## src/pmsrfp_pkg.sv

```systemverilog
// Package for the particulate sensor reply frame parser.
// Frame byte codes, command and action codes, result kinds and reset values.
// No dependencies.
package pmsrfp_pkg;

    localparam logic [7:0] HEAD_BYTE    = 8'hAA;
    localparam logic [7:0] TAIL_BYTE    = 8'hAB;
    localparam logic [7:0] CMD_DATA     = 8'hC0;
    localparam logic [7:0] CMD_REPLY    = 8'hC5;
    localparam logic [7:0] ACT_MODE     = 8'd2;
    localparam logic [7:0] ACT_STATE    = 8'd6;
    localparam logic [7:0] ACT_VERSION  = 8'd7;
    localparam logic [7:0] ACT_INTERVAL = 8'd8;

    localparam int FRAME_STORE_DEPTH = 8;

    localparam logic [3:0] POS_HUNT      = 4'd0;
    localparam logic [3:0] POS_FIRST     = 4'd1;
    localparam logic [3:0] POS_SUM_FIRST = 4'd2;
    localparam logic [3:0] POS_SUM_LAST  = 4'd7;
    localparam logic [3:0] POS_STORE_END = 4'd8;
    localparam logic [3:0] POS_TAIL      = 4'd9;

    localparam logic [1:0] KIND_DATA  = 2'd0;
    localparam logic [1:0] KIND_REPLY = 2'd1;
    localparam logic [1:0] KIND_OTHER = 2'd2;

    localparam logic [7:0] FW_YEAR_RST  = 8'd15;
    localparam logic [7:0] FW_MONTH_RST = 8'd7;
    localparam logic [7:0] FW_DAY_RST   = 8'd10;

endpackage

```

## src/pmsrfp_stream_if.sv

```systemverilog
// Valid/ready channels of the frame parser: received byte in, frame result out.
// No dependencies.
interface pmsrfp_byte_if;
    logic       valid;
    logic       ready;
    logic [7:0] rx_byte;

    modport source (output valid, output rx_byte, input ready);
    modport sink   (input valid, input rx_byte, output ready);
endinterface

interface pmsrfp_result_if;
    logic        valid;
    logic        ready;
    logic        frame_ok;
    logic [1:0]  frame_kind;
    logic [15:0] pm25_tenths;
    logic [15:0] pm10_tenths;
    logic        passive_mode;
    logic        awake;
    logic [7:0]  interval_min;
    logic [7:0]  fw_year;
    logic [7:0]  fw_month;
    logic [7:0]  fw_day;
    logic [15:0] sensor_id;

    modport source (output valid, output frame_ok, output frame_kind, output pm25_tenths,
                    output pm10_tenths, output passive_mode, output awake,
                    output interval_min, output fw_year, output fw_month, output fw_day,
                    output sensor_id, input ready);
    modport sink   (input valid, input frame_ok, input frame_kind, input pm25_tenths,
                    input pm10_tenths, input passive_mode, input awake,
                    input interval_min, input fw_year, input fw_month, input fw_day,
                    input sensor_id, output ready);
endinterface

```

## src/pm_sensor_reply_frame_parser.sv

```systemverilog
// Particulate sensor reply frame parser, top level.
// Depends on pmsrfp_pkg and the channel interfaces in pmsrfp_stream_if.sv.
//
// Takes one received serial word per cycle while not stalled, and hunts for the head byte
// 0xAA; the ten-byte frame that follows is checked for tail 0xAB and for the checksum over
// payload bytes 2 to 7. A word passes an input register and then the frame logic; on the
// tail word one result word is loaded into the output register. Input stalls only while a
// finished result waits in the output register and the word in the input register is
// itself a tail. Valid data frames update PM2.5 and PM10; valid reply frames update mode,
// work state, interval or firmware date.
module pm_sensor_reply_frame_parser (
    input  logic                   clk,
    input  logic                   rst_n,
    pmsrfp_byte_if.sink            rx,
    pmsrfp_result_if.source        result
);

    logic        in_valid_reg;
    logic [7:0]  in_byte_reg;

    logic [3:0]  pos_reg,       pos_next;
    logic [7:0]  store_reg [pmsrfp_pkg::FRAME_STORE_DEPTH];
    logic [7:0]  sum_reg,       sum_next;
    logic [15:0] pm25_reg,      pm25_next;
    logic [15:0] pm10_reg,      pm10_next;
    logic        passive_reg,   passive_next;
    logic        awake_reg,     awake_next;
    logic [7:0]  interval_reg,  interval_next;
    logic [7:0]  fw_year_reg,   fw_year_next;
    logic [7:0]  fw_month_reg,  fw_month_next;
    logic [7:0]  fw_day_reg,    fw_day_next;

    logic        out_valid_reg, out_valid_next;
    logic        ok_reg;
    logic [1:0]  kind_reg;
    logic [15:0] id_reg;

    logic        is_tail;
    logic        stage_advance;
    logic        step;
    logic        frame_ok;
    logic [1:0]  frame_kind;
    logic [2:0]  store_idx;
    logic [3:0]  pos_inc;

    assign is_tail       = (pos_reg == pmsrfp_pkg::POS_TAIL);
    assign stage_advance = !in_valid_reg || !is_tail || !out_valid_reg || result.ready;
    assign step          = in_valid_reg && stage_advance;
    assign rx.ready      = stage_advance;
    assign pos_inc       = pos_reg + 4'd1;
    assign store_idx     = pos_reg[2:0] - 3'd1;

    assign frame_ok   = (in_byte_reg == pmsrfp_pkg::TAIL_BYTE) && (sum_reg == store_reg[7]);
    assign frame_kind = (store_reg[0] == pmsrfp_pkg::CMD_DATA)  ? pmsrfp_pkg::KIND_DATA  :
                        (store_reg[0] == pmsrfp_pkg::CMD_REPLY) ? pmsrfp_pkg::KIND_REPLY :
                                                                  pmsrfp_pkg::KIND_OTHER;

    always_comb
    begin
        pos_next      = pos_reg;
        sum_next      = sum_reg;
        pm25_next     = pm25_reg;
        pm10_next     = pm10_reg;
        passive_next  = passive_reg;
        awake_next    = awake_reg;
        interval_next = interval_reg;
        fw_year_next  = fw_year_reg;
        fw_month_next = fw_month_reg;
        fw_day_next   = fw_day_reg;
        if (pos_reg == pmsrfp_pkg::POS_HUNT || pos_reg > pmsrfp_pkg::POS_TAIL)
        begin
            pos_next = pmsrfp_pkg::POS_HUNT;
            if (in_byte_reg == pmsrfp_pkg::HEAD_BYTE)
            begin
                pos_next = pmsrfp_pkg::POS_FIRST;
                sum_next = 8'd0;
            end
        end
        else if (pos_reg <= pmsrfp_pkg::POS_STORE_END)
        begin
            if (pos_reg >= pmsrfp_pkg::POS_SUM_FIRST && pos_reg <= pmsrfp_pkg::POS_SUM_LAST)
            begin
                sum_next = sum_reg + in_byte_reg;
            end
            pos_next = pos_inc;
        end
        else
        begin
            pos_next = pmsrfp_pkg::POS_HUNT;
            if (frame_ok && frame_kind == pmsrfp_pkg::KIND_DATA)
            begin
                pm25_next = {store_reg[2], store_reg[1]};
                pm10_next = {store_reg[4], store_reg[3]};
            end
            else if (frame_ok && frame_kind == pmsrfp_pkg::KIND_REPLY)
            begin
                case (store_reg[1])
                    pmsrfp_pkg::ACT_MODE:     passive_next  = (store_reg[3] != 8'd0);
                    pmsrfp_pkg::ACT_STATE:    awake_next    = (store_reg[3] != 8'd0);
                    pmsrfp_pkg::ACT_INTERVAL: interval_next = store_reg[3];
                    pmsrfp_pkg::ACT_VERSION:
                    begin
                        fw_year_next  = store_reg[2];
                        fw_month_next = store_reg[3];
                        fw_day_next   = store_reg[4];
                    end
                    default: ;
                endcase
            end
        end
    end

    always_comb
    begin
        out_valid_next = out_valid_reg && !result.ready;
        if (step && is_tail)
        begin
            out_valid_next = 1'b1;
        end
    end

    always_ff @(posedge clk or negedge rst_n)
    begin
        if (!rst_n)
        begin
            in_valid_reg  <= 1'b0;
            out_valid_reg <= 1'b0;
            pos_reg       <= pmsrfp_pkg::POS_HUNT;
            sum_reg       <= 8'd0;
            pm25_reg      <= 16'd0;
            pm10_reg      <= 16'd0;
            passive_reg   <= 1'b0;
            awake_reg     <= 1'b1;
            interval_reg  <= 8'd0;
            fw_year_reg   <= pmsrfp_pkg::FW_YEAR_RST;
            fw_month_reg  <= pmsrfp_pkg::FW_MONTH_RST;
            fw_day_reg    <= pmsrfp_pkg::FW_DAY_RST;
        end
        else
        begin
            out_valid_reg <= out_valid_next;
            if (stage_advance)
            begin
                in_valid_reg <= rx.valid;
            end
            if (step)
            begin
                pos_reg      <= pos_next;
                sum_reg      <= sum_next;
                pm25_reg     <= pm25_next;
                pm10_reg     <= pm10_next;
                passive_reg  <= passive_next;
                awake_reg    <= awake_next;
                interval_reg <= interval_next;
                fw_year_reg  <= fw_year_next;
                fw_month_reg <= fw_month_next;
                fw_day_reg   <= fw_day_next;
            end
        end
    end

    always_ff @(posedge clk)
    begin
        if (stage_advance && rx.valid)
        begin
            in_byte_reg <= rx.rx_byte;
        end
        if (step && pos_reg != pmsrfp_pkg::POS_HUNT && pos_reg <= pmsrfp_pkg::POS_STORE_END)
        begin
            store_reg[store_idx] <= in_byte_reg;
        end
        if (step && is_tail)
        begin
            ok_reg   <= frame_ok;
            kind_reg <= frame_kind;
            id_reg   <= {store_reg[5], store_reg[6]};
        end
    end

    assign result.valid        = out_valid_reg;
    assign result.frame_ok     = ok_reg;
    assign result.frame_kind   = kind_reg;
    assign result.pm25_tenths  = pm25_reg;
    assign result.pm10_tenths  = pm10_reg;
    assign result.passive_mode = passive_reg;
    assign result.awake        = awake_reg;
    assign result.interval_min = interval_reg;
    assign result.fw_year      = fw_year_reg;
    assign result.fw_month     = fw_month_reg;
    assign result.fw_day       = fw_day_reg;
    assign result.sensor_id    = id_reg;

    a_pos_range: assert property (@(posedge clk) disable iff (!rst_n)
        pos_reg <= pmsrfp_pkg::POS_TAIL)
        else $error("frame position out of range");

    a_tail_rehunt: assert property (@(posedge clk) disable iff (!rst_n)
        step && is_tail |=> pos_reg == pmsrfp_pkg::POS_HUNT && out_valid_reg)
        else $error("tail word did not return to hunting with a result");

    a_stall_cause: assert property (@(posedge clk) disable iff (!rst_n)
        !rx.ready |-> in_valid_reg && is_tail && out_valid_reg && !result.ready)
        else $error("input stalled without a waiting result");

    a_hold_readings: assert property (@(posedge clk) disable iff (!rst_n)
        !(step && is_tail && frame_ok) |=> $stable(pm25_reg) && $stable(pm10_reg))
        else $error("readings changed without a valid frame");

endmodule
```

## src/flat_wrapper.sv

```systemverilog
// flat-port wrapper written by rule: the top's interface ports become plain ports
module pm_sensor_reply_frame_parser_flat 
  (clk, rst_n, rx_valid, rx_rx_byte, rx_ready, result_valid, result_frame_ok, result_frame_kind, result_pm25_tenths, result_pm10_tenths, result_passive_mode, result_awake, result_interval_min, result_fw_year, result_fw_month, result_fw_day, result_sensor_id, result_ready);
  pmsrfp_byte_if rx_i ();
  pmsrfp_result_if result_i ();
  input  logic clk;
  input  logic rst_n;
  input wire logic [$bits(rx_i.valid)-1:0] rx_valid;
  input wire logic [$bits(rx_i.rx_byte)-1:0] rx_rx_byte;
  output wire logic [$bits(rx_i.ready)-1:0] rx_ready;
  output wire logic [$bits(result_i.valid)-1:0] result_valid;
  output wire logic [$bits(result_i.frame_ok)-1:0] result_frame_ok;
  output wire logic [$bits(result_i.frame_kind)-1:0] result_frame_kind;
  output wire logic [$bits(result_i.pm25_tenths)-1:0] result_pm25_tenths;
  output wire logic [$bits(result_i.pm10_tenths)-1:0] result_pm10_tenths;
  output wire logic [$bits(result_i.passive_mode)-1:0] result_passive_mode;
  output wire logic [$bits(result_i.awake)-1:0] result_awake;
  output wire logic [$bits(result_i.interval_min)-1:0] result_interval_min;
  output wire logic [$bits(result_i.fw_year)-1:0] result_fw_year;
  output wire logic [$bits(result_i.fw_month)-1:0] result_fw_month;
  output wire logic [$bits(result_i.fw_day)-1:0] result_fw_day;
  output wire logic [$bits(result_i.sensor_id)-1:0] result_sensor_id;
  input wire logic [$bits(result_i.ready)-1:0] result_ready;
  assign rx_i.valid = rx_valid;
  assign rx_i.rx_byte = rx_rx_byte;
  assign rx_ready = rx_i.ready;
  assign result_valid = result_i.valid;
  assign result_frame_ok = result_i.frame_ok;
  assign result_frame_kind = result_i.frame_kind;
  assign result_pm25_tenths = result_i.pm25_tenths;
  assign result_pm10_tenths = result_i.pm10_tenths;
  assign result_passive_mode = result_i.passive_mode;
  assign result_awake = result_i.awake;
  assign result_interval_min = result_i.interval_min;
  assign result_fw_year = result_i.fw_year;
  assign result_fw_month = result_i.fw_month;
  assign result_fw_day = result_i.fw_day;
  assign result_sensor_id = result_i.sensor_id;
  assign result_i.ready = result_ready;
  pm_sensor_reply_frame_parser u_core (.clk(clk), .rst_n(rst_n), .rx(rx_i), .result(result_i));
endmodule
```

## config.mk

```make
export PLATFORM = sky130hd
export DESIGN_NAME = pm_sensor_reply_frame_parser_flat
export DESIGN_NICKNAME = d
export VERILOG_FILES = /design/src/pmsrfp_pkg.sv /design/src/pmsrfp_stream_if.sv /design/src/pm_sensor_reply_frame_parser.sv /design/src/flat_wrapper.sv
export SDC_FILE = /design/constraint.sdc
export NUM_CORES = 1
export LEC_CHECK = 0
export BUFFER_PORTS_ARGS = -buffer_cell sky130_fd_sc_hd__buf_2
export CAP_MARGIN = 30
export CORE_UTILIZATION = 45
export DETAILED_ROUTE_END_ITERATION = 7
export PLACE_DENSITY = 0.65
export SLEW_MARGIN = 25
export SYNTH_ARGS = -nofsm -noshare
export SYNTH_HDL_FRONTEND = slang
export SYNTH_SLANG_ARGS = --single-unit
export TNS_END_PERCENT = 50
```

## constraint.sdc

```tcl
create_clock -name clk -period 7.67 [get_ports clk]
set_clock_uncertainty 0.2 [all_clocks]
set_input_delay 0 -clock clk [delete_from_list [all_inputs] [get_ports clk]]
set_output_delay 0 -clock clk [all_outputs]
set_load 0.02 [all_outputs]
```

Yosys cells after proc, flatten, opt, wreduce, memory -nomap -nowiden:

Memories as Yosys holds them, arrays and structs flattened. A register that Yosys moved wholly into a read port is not among the register bits.
Cells that the tools add are included.

* input bits: 12
* output and inout port bits: 87
* register bits after elaboration: 91
* logic and storage cells: 80
* memories kept: 1
* bits in writable memories: 64

* muxes and demuxes: 12
* $lt $le $gt $ge: 4
* reductions and logical operators: 30
* bitwise logic cells: 3
* $add $sub $neg: 3
* equality and inequality tests: 12

Memories
* u_core.store_reg: depth 8, width 8, read ports 8, clocked after memory_dff 2, write ports 1, line pm_sensor_reply_frame_parser.sv:22 `logic [7:0] store_reg [pmsrfp_pkg::FRAME_STORE_DEPTH];`

Operators by type and width (count)
* equality test 8 bit, second input constant: 4
* two-way mux 8 bit: 4
* AND reduction 6 bit: 4
* equality test 8 x 3 -> 1 bit, second input constant: 2
* logical AND 1 bit: 10
* adder 8 bit: 1
* equality test 8 x 2 -> 1 bit, second input constant: 1
* equality test 8 x 4 -> 1 bit, second input constant: 1
* equality test 8 bit: 1
* two-way mux 4 bit: 2
* AND reduction 4 bit: 2
* nonzero test 8 bit: 1
* adder 4 x 1 -> 4 bit, second input constant: 1
* equality test 4 bit, second input constant: 1
* greater-or-equal comparator 4 x 2 -> 1 bit, second input constant: 1
* greater-than comparator 4 bit, second input constant: 1
* <= comparator 4 x 3 -> 1 bit, second input constant: 1
* <= comparator 4 bit, second input constant: 1
* logical NOT 1 bit: 4
* logical NOT 4 bit: 1
* logical OR 1 bit: 4
* two-way mux 1 bit: 4
* two-way mux 2 bit: 2
* nonzero test 2 bit: 2
* other kinds (6): 8

Longest topological paths before layout:

* depth after elaboration: 10
* depth in mapped cells: 10
* gate-level depth less buffers: 7

Worst setup path after synthesis:

OpenSTA, ideal clock, no wires.

* kind: register to register
* start: reg u_core.pos_reg[0]
* end: reg u_core.fw_day_reg[0], in the netlist u_core.result.fw_day[0] (read register of u_core.store_reg)
* setup time: 0.125 ns
* required time: 7.345 ns
* path slack: 4.985 ns
* buffers on the path: 3
* arrival: 2.360 ns
* period minus slack after synthesis: 2.685 ns
* stages on the path, launching flop included: 11
* cell sequence: dfrtp_1 > buf_2 > inv_1 > ha_1 > buf_6 > nor2b_4 > mux2_2 > nor3b_4 > nand4_4 > buf_6 > mux2_4

* word-level cells in the longest chain between the ends: 7
* elaborated cells on any way between the ends: 13
* those cells by class: order compare: 2; eq/ne: 1; bitwise: 2; reduce/logical: 8

RTL lines
* start, declared: line pm_sensor_reply_frame_parser.sv:21 `logic [3:0] pos_reg, pos_next;`
* start signal, assigned: line pm_sensor_reply_frame_parser.sv:128 `pos_reg <= pmsrfp_pkg::POS_HUNT;`
* start signal, assigned: line pm_sensor_reply_frame_parser.sv:148 `pos_reg <= pos_next;`
* equality test 4 bit: line pm_sensor_reply_frame_parser.sv:46 `assign is_tail = (pos_reg == pmsrfp_pkg::POS_TAIL);`
* logical NOT 1 bit: line pm_sensor_reply_frame_parser.sv:47 `assign stage_advance = !in_valid_reg || !is_tail || !out_valid_reg || result.ready;`
* logical OR 1 bit (3 in a row): line pm_sensor_reply_frame_parser.sv:47
* logical AND 1 bit: line pm_sensor_reply_frame_parser.sv:48 `assign step = in_valid_reg && stage_advance;`
* AND reduction 6 bit (no source line) *
* end, declared: line pm_sensor_reply_frame_parser.sv:31 `logic [7:0] fw_day_reg, fw_day_next;`

Every way passes the cells marked *; elsewhere a longest branch is shown, timed or not.
A chain may end at the register's enable or synchronous reset.

Final worst setup path:

* start: reg u_core.pos_reg[0]
* end: reg u_core.pm25_reg[9], in the netlist u_core.result.pm25_tenths[9] (read register of u_core.store_reg)

* word-level cells in the longest chain between the ends: 7
* elaborated cells on any way between the ends: 13
* those cells by class: order compare: 2; eq/ne: 1; bitwise: 2; reduce/logical: 8

RTL lines
* equality test 4 bit: line pm_sensor_reply_frame_parser.sv:46
* logical NOT 1 bit: line pm_sensor_reply_frame_parser.sv:47
* logical OR 1 bit (3 in a row): line pm_sensor_reply_frame_parser.sv:47
* logical AND 1 bit: line pm_sensor_reply_frame_parser.sv:48
* AND reduction 4 bit (no source line) *
* end, declared: line pm_sensor_reply_frame_parser.sv:24 `logic [15:0] pm25_reg, pm25_next;`

Marks and branches as above.

==> flow_results.org <==
** Clock tree
- Clock transition time at the flip-flop clock pins of the worst setup and hold paths :: 0.06 ns
- CTS resizes :: 0
- No sink is reached through more buffers than the 2 on the longest clock path.
- CTS buffer count :: 17
- The cell sitting at the root of the clock tree is a clkbuf_16.
- CTS H-Tree Depth :: 4
- For the worst-skew pair, the clock arrives at the later sink with an insertion delay of 0.42 ns.
- TritonCTS built the clock tree.
- The clock net in this run drives a total of 171 sinks.

** Worst setup path
- Data arrives at the worst endpoint at 3.66 ns.
- The worst setup path is launched from a flop.
- At the worst endpoint, the required time is about 8 ns.
- By startpoint and endpoint, the worst setup path is classified as flop to flop.
- The worst setup path is captured at a flop.
- Setup slack on the worst flop-to-flop path :: slightly above 4 ns
- Crit Path Max Fanout :: 32

** Timing
- Unrepaired setup endpoints after global routing :: false
- The final max-slew violation count was 0.
- The count of final hold-check violations was 0.
- The routed design could run at a clock period as short as 3.56 ns.
- Dividing the final minimum period by the clock period gives 0.465.
- Worst hold slack :: ~0.086 ns
- Headroom to the max-slew limit came out at 0.469.
- Worst Tran Pin Value :: slightly below 0.8 ns
- Total Negative Setup Slacks :: 0 ns
- Setup violations remaining at the end of the flow were counted as 0.
- Timing would allow up to between 200 and 300 MHz.

** Floorplan
- The total area inside the core boundary comes to ~0.015 mm2.
- Effective utilization at floorplan :: 0.465
- The floorplan step set the die height to ~130 um.
- Number of ports placed on the die boundary :: 99
- Die ar. :: between 0.015 and 0.02 mm2
- The floorplan has 44 rows.
- Die boundary width :: ~130 um

** Yosys
- Counting flops and latches in the post-synthesis netlist gives roughly 170.
- Most common library cells after synthesis :: edfxtp_1 (91), dfrtp_1 (70), mux2_4 (38)
- Synthesized Nets :: 421
- Cell type with the largest total area after synthesis :: edfxtp_1
- Number of flops mapped to enable cells by yosys :: 91
- A synthesized cell averages roughly 17 um2.
- Dominant synthesized flop cell :: edfxtp_1
- Most frequently used cell type in the post-synthesis netlist :: edfxtp_1
- Post-Syn Area :: roughly 0.007 mm2
- For this run, the register share of the synthesized area comes to 0.694.
- Synthesized netlist cell count :: 397
- By area the synthesized netlist is led by edfxtp_1 (40%), dfrtp_1 (26%), mux2_4 (8.3%), mux2_2 (4.8%), dfstp_2 (3.8%).
- Share of the synthesized area in the top cell type :: 0.400
- Yosys printed 0 warnings.
- Of all flip-flops after synthesis, the portion carrying an async set or reset was 0.468.
- The netlist uses 50 different library cells.

** Flow run
- Max-cap viol count :: 0

** Drt
- After detailed routing, the total wire length is 13600 um.
- In the final routed layout, each cell accounts on average for 18.9 um.
- Detail-routed via count per cell :: 5.32
- After detailed routing, the number of remaining DRC violations is 11.
- For this block, the initial DRC count from the detailed router was between 200 and 300.
- Number of antenna-violating nets in the routed design :: 0
- The routed layout has around 3800 vias.
- Detailed Routing Iterations Pass 1 :: 8

** Power
- Power spread over the standard cell area amounts to between 200 and 300 mW/mm2.
- VDD sags by at most around 160 uV.
- The analysis attributes to cell leakage a power of 3.76 nW.

** Finish
- The register with the most flip-flops in the layout has 64 of them.
- The count of cells in the finished layout, fillers not included, comes to between 700 and 800.
- In the final layout, the share of cells above drive strength 1 is 0.414.
- Compared with the post-synthesis result, the final layout area differs by 21.4%.
- Antenna Diode Count :: 0
- Final-stage net count :: about 550

** Global route
- Total Routing Usage GR :: 0.188
- Wire length of the first global-routing pass :: ~22000 um
- Entering global routing, the biggest net connects 45 pins.
- Total grt overflow :: 0
- Number of global-route vias before repair :: 3927
- The initial antenna violation count was 0.

** Run status
- Result of the run :: finished with violations
- The checks that failed: design-rule violations.

** Placed design
- Placed instance count :: 672
- GP Congestion :: around 0.82
- Once detailed placement completed, the half-perimeter wirelength came to 8980 um.
- Number of buffers inserted by port buffering :: between 90 and 100

** Hold path
- In this run the worst hold path is classified as primary input to flop.
==> final timing paths <==
| path | from | endpoint | cells after the start |
|---|---|---|---|
| min in group asynchronous | rst_n | u_core.result.awake | 3 |
| max in group asynchronous | rst_n | u_core.result.fw_day[3] | 4 |
| min reg2reg | u_core.store_reg[5][7] | u_core.result.sensor_id[15] | 0 |
| max reg2reg | u_core.pos_reg[0] | u_core.result.pm25_tenths[9] | 7 |
| min | rx_rx_byte[1] | u_core.in_byte_reg[1] | 2 |
| max | u_core.pos_reg[0] | u_core.result.pm25_tenths[9] | 7 |
==> routing by layer <==
metal | wire, um | track usage | vias to the layer above
met5 | 0 | 0 | -
met4 | 149 | 0.0667 | 0
met3 | 880 | 0.0535 | 11
met2 | 6650 | 0.303 | 131
met1 | 5880 | 0.243 | 1928
li1 | - | - | 1749
==> cells in the final DEF (no fill, tap or decap), types with 3 or more instances in the layout <==
| cell type | count |
|---|---|
| buf_2 | 98 |
| clkinv_1 | 3 |
| dfrtp_1 | 70 |
| clkbuf_1 | 3 |
| ha_1 | 11 |
| nand4b_1 | 4 |
| a22o_1 | 8 |
| nor3_1 | 7 |
| nand2_1 | 15 |
| edfxtp_1 | 91 |
| nor4b_1 | 3 |
| nor4_2 | 3 |
| a21oi_1 | 6 |
| buf_4 | 4 |
| o21ai_0 | 4 |
| dlygate4sd3_1 | 12 |
| nand3_1 | 7 |
| xnor2_1 | 11 |
| o21bai_1 | 4 |
| clkbuf_16 | 17 |
| mux2_4 | 38 |
| nor2_1 | 11 |
| nand4_1 | 3 |
| mux2_2 | 29 |
| dfstp_2 | 10 |
| clkbuf_8 | 3 |
| nor4_1 | 7 |
| nor2b_1 | 4 |
| bufinv_16 | 3 |
| inv_1 | 7 |
==> layout make-up <==
type	instances	area, um2
flip-flops and latches	171	4750
clock inverters	9	119
clock buffers	23	478
fillers	1143	6400
repair buffers	116	688
inverters	7	26.3
well taps	184	230
multi-input cells	208	2010
==> kinds of logic after synthesis <==
| family | share of synthesized area |
|---|---|
| flip-flops | 0.694 |
| XOR/XNOR | 0.0167 |
| buffers and inverters | 0.0188 |
| adder cells (fa/ha/maj) | 0.0231 |
| AND/OR/NAND/NOR | 0.0794 |
| multiplexers | 0.131 |
| AO/OA/AOI/OAI | 0.0366 |
==> critical path, cell delays in order (launching register included) <==
cell,delay [ns]
dfrtp_1,0.57
inv_1,0.16
ha_1,0.36
nor2b_4,0.18
mux2_2,0.34
nor3b_4,0.38
nand4b_4,0.68
mux2_4,0.54
==> metrics by stage <==
stage	utilization	setup slack [ns]	instance area, um2	power (mW)
floorplan	-	4.99	6840	1.41
global placement	0.511	4.30	7510	1.49
detailed placement	0.513	4.15	7540	1.52
CTS	0.563	4.14	8280	2.39
global route	0.565	3.90	8300	2.48
finish	0.565	4.11	8300	2.37
==> power breakdown <==
part | total [mW] | internal (mW) | switching (mW)
Sequential | 1.14 | 1.06 | 0.0845
Combinational | 0.378 | 0.162 | 0.217
Clock | 0.855 | 0.534 | 0.321
==> repair_timing <==
item,4_1_cts,5_1_grt
hold endpoints to repair,99,0
hold buffers,13,0
buffers inserted,0,0
Power figures use the tool's default switching activity.
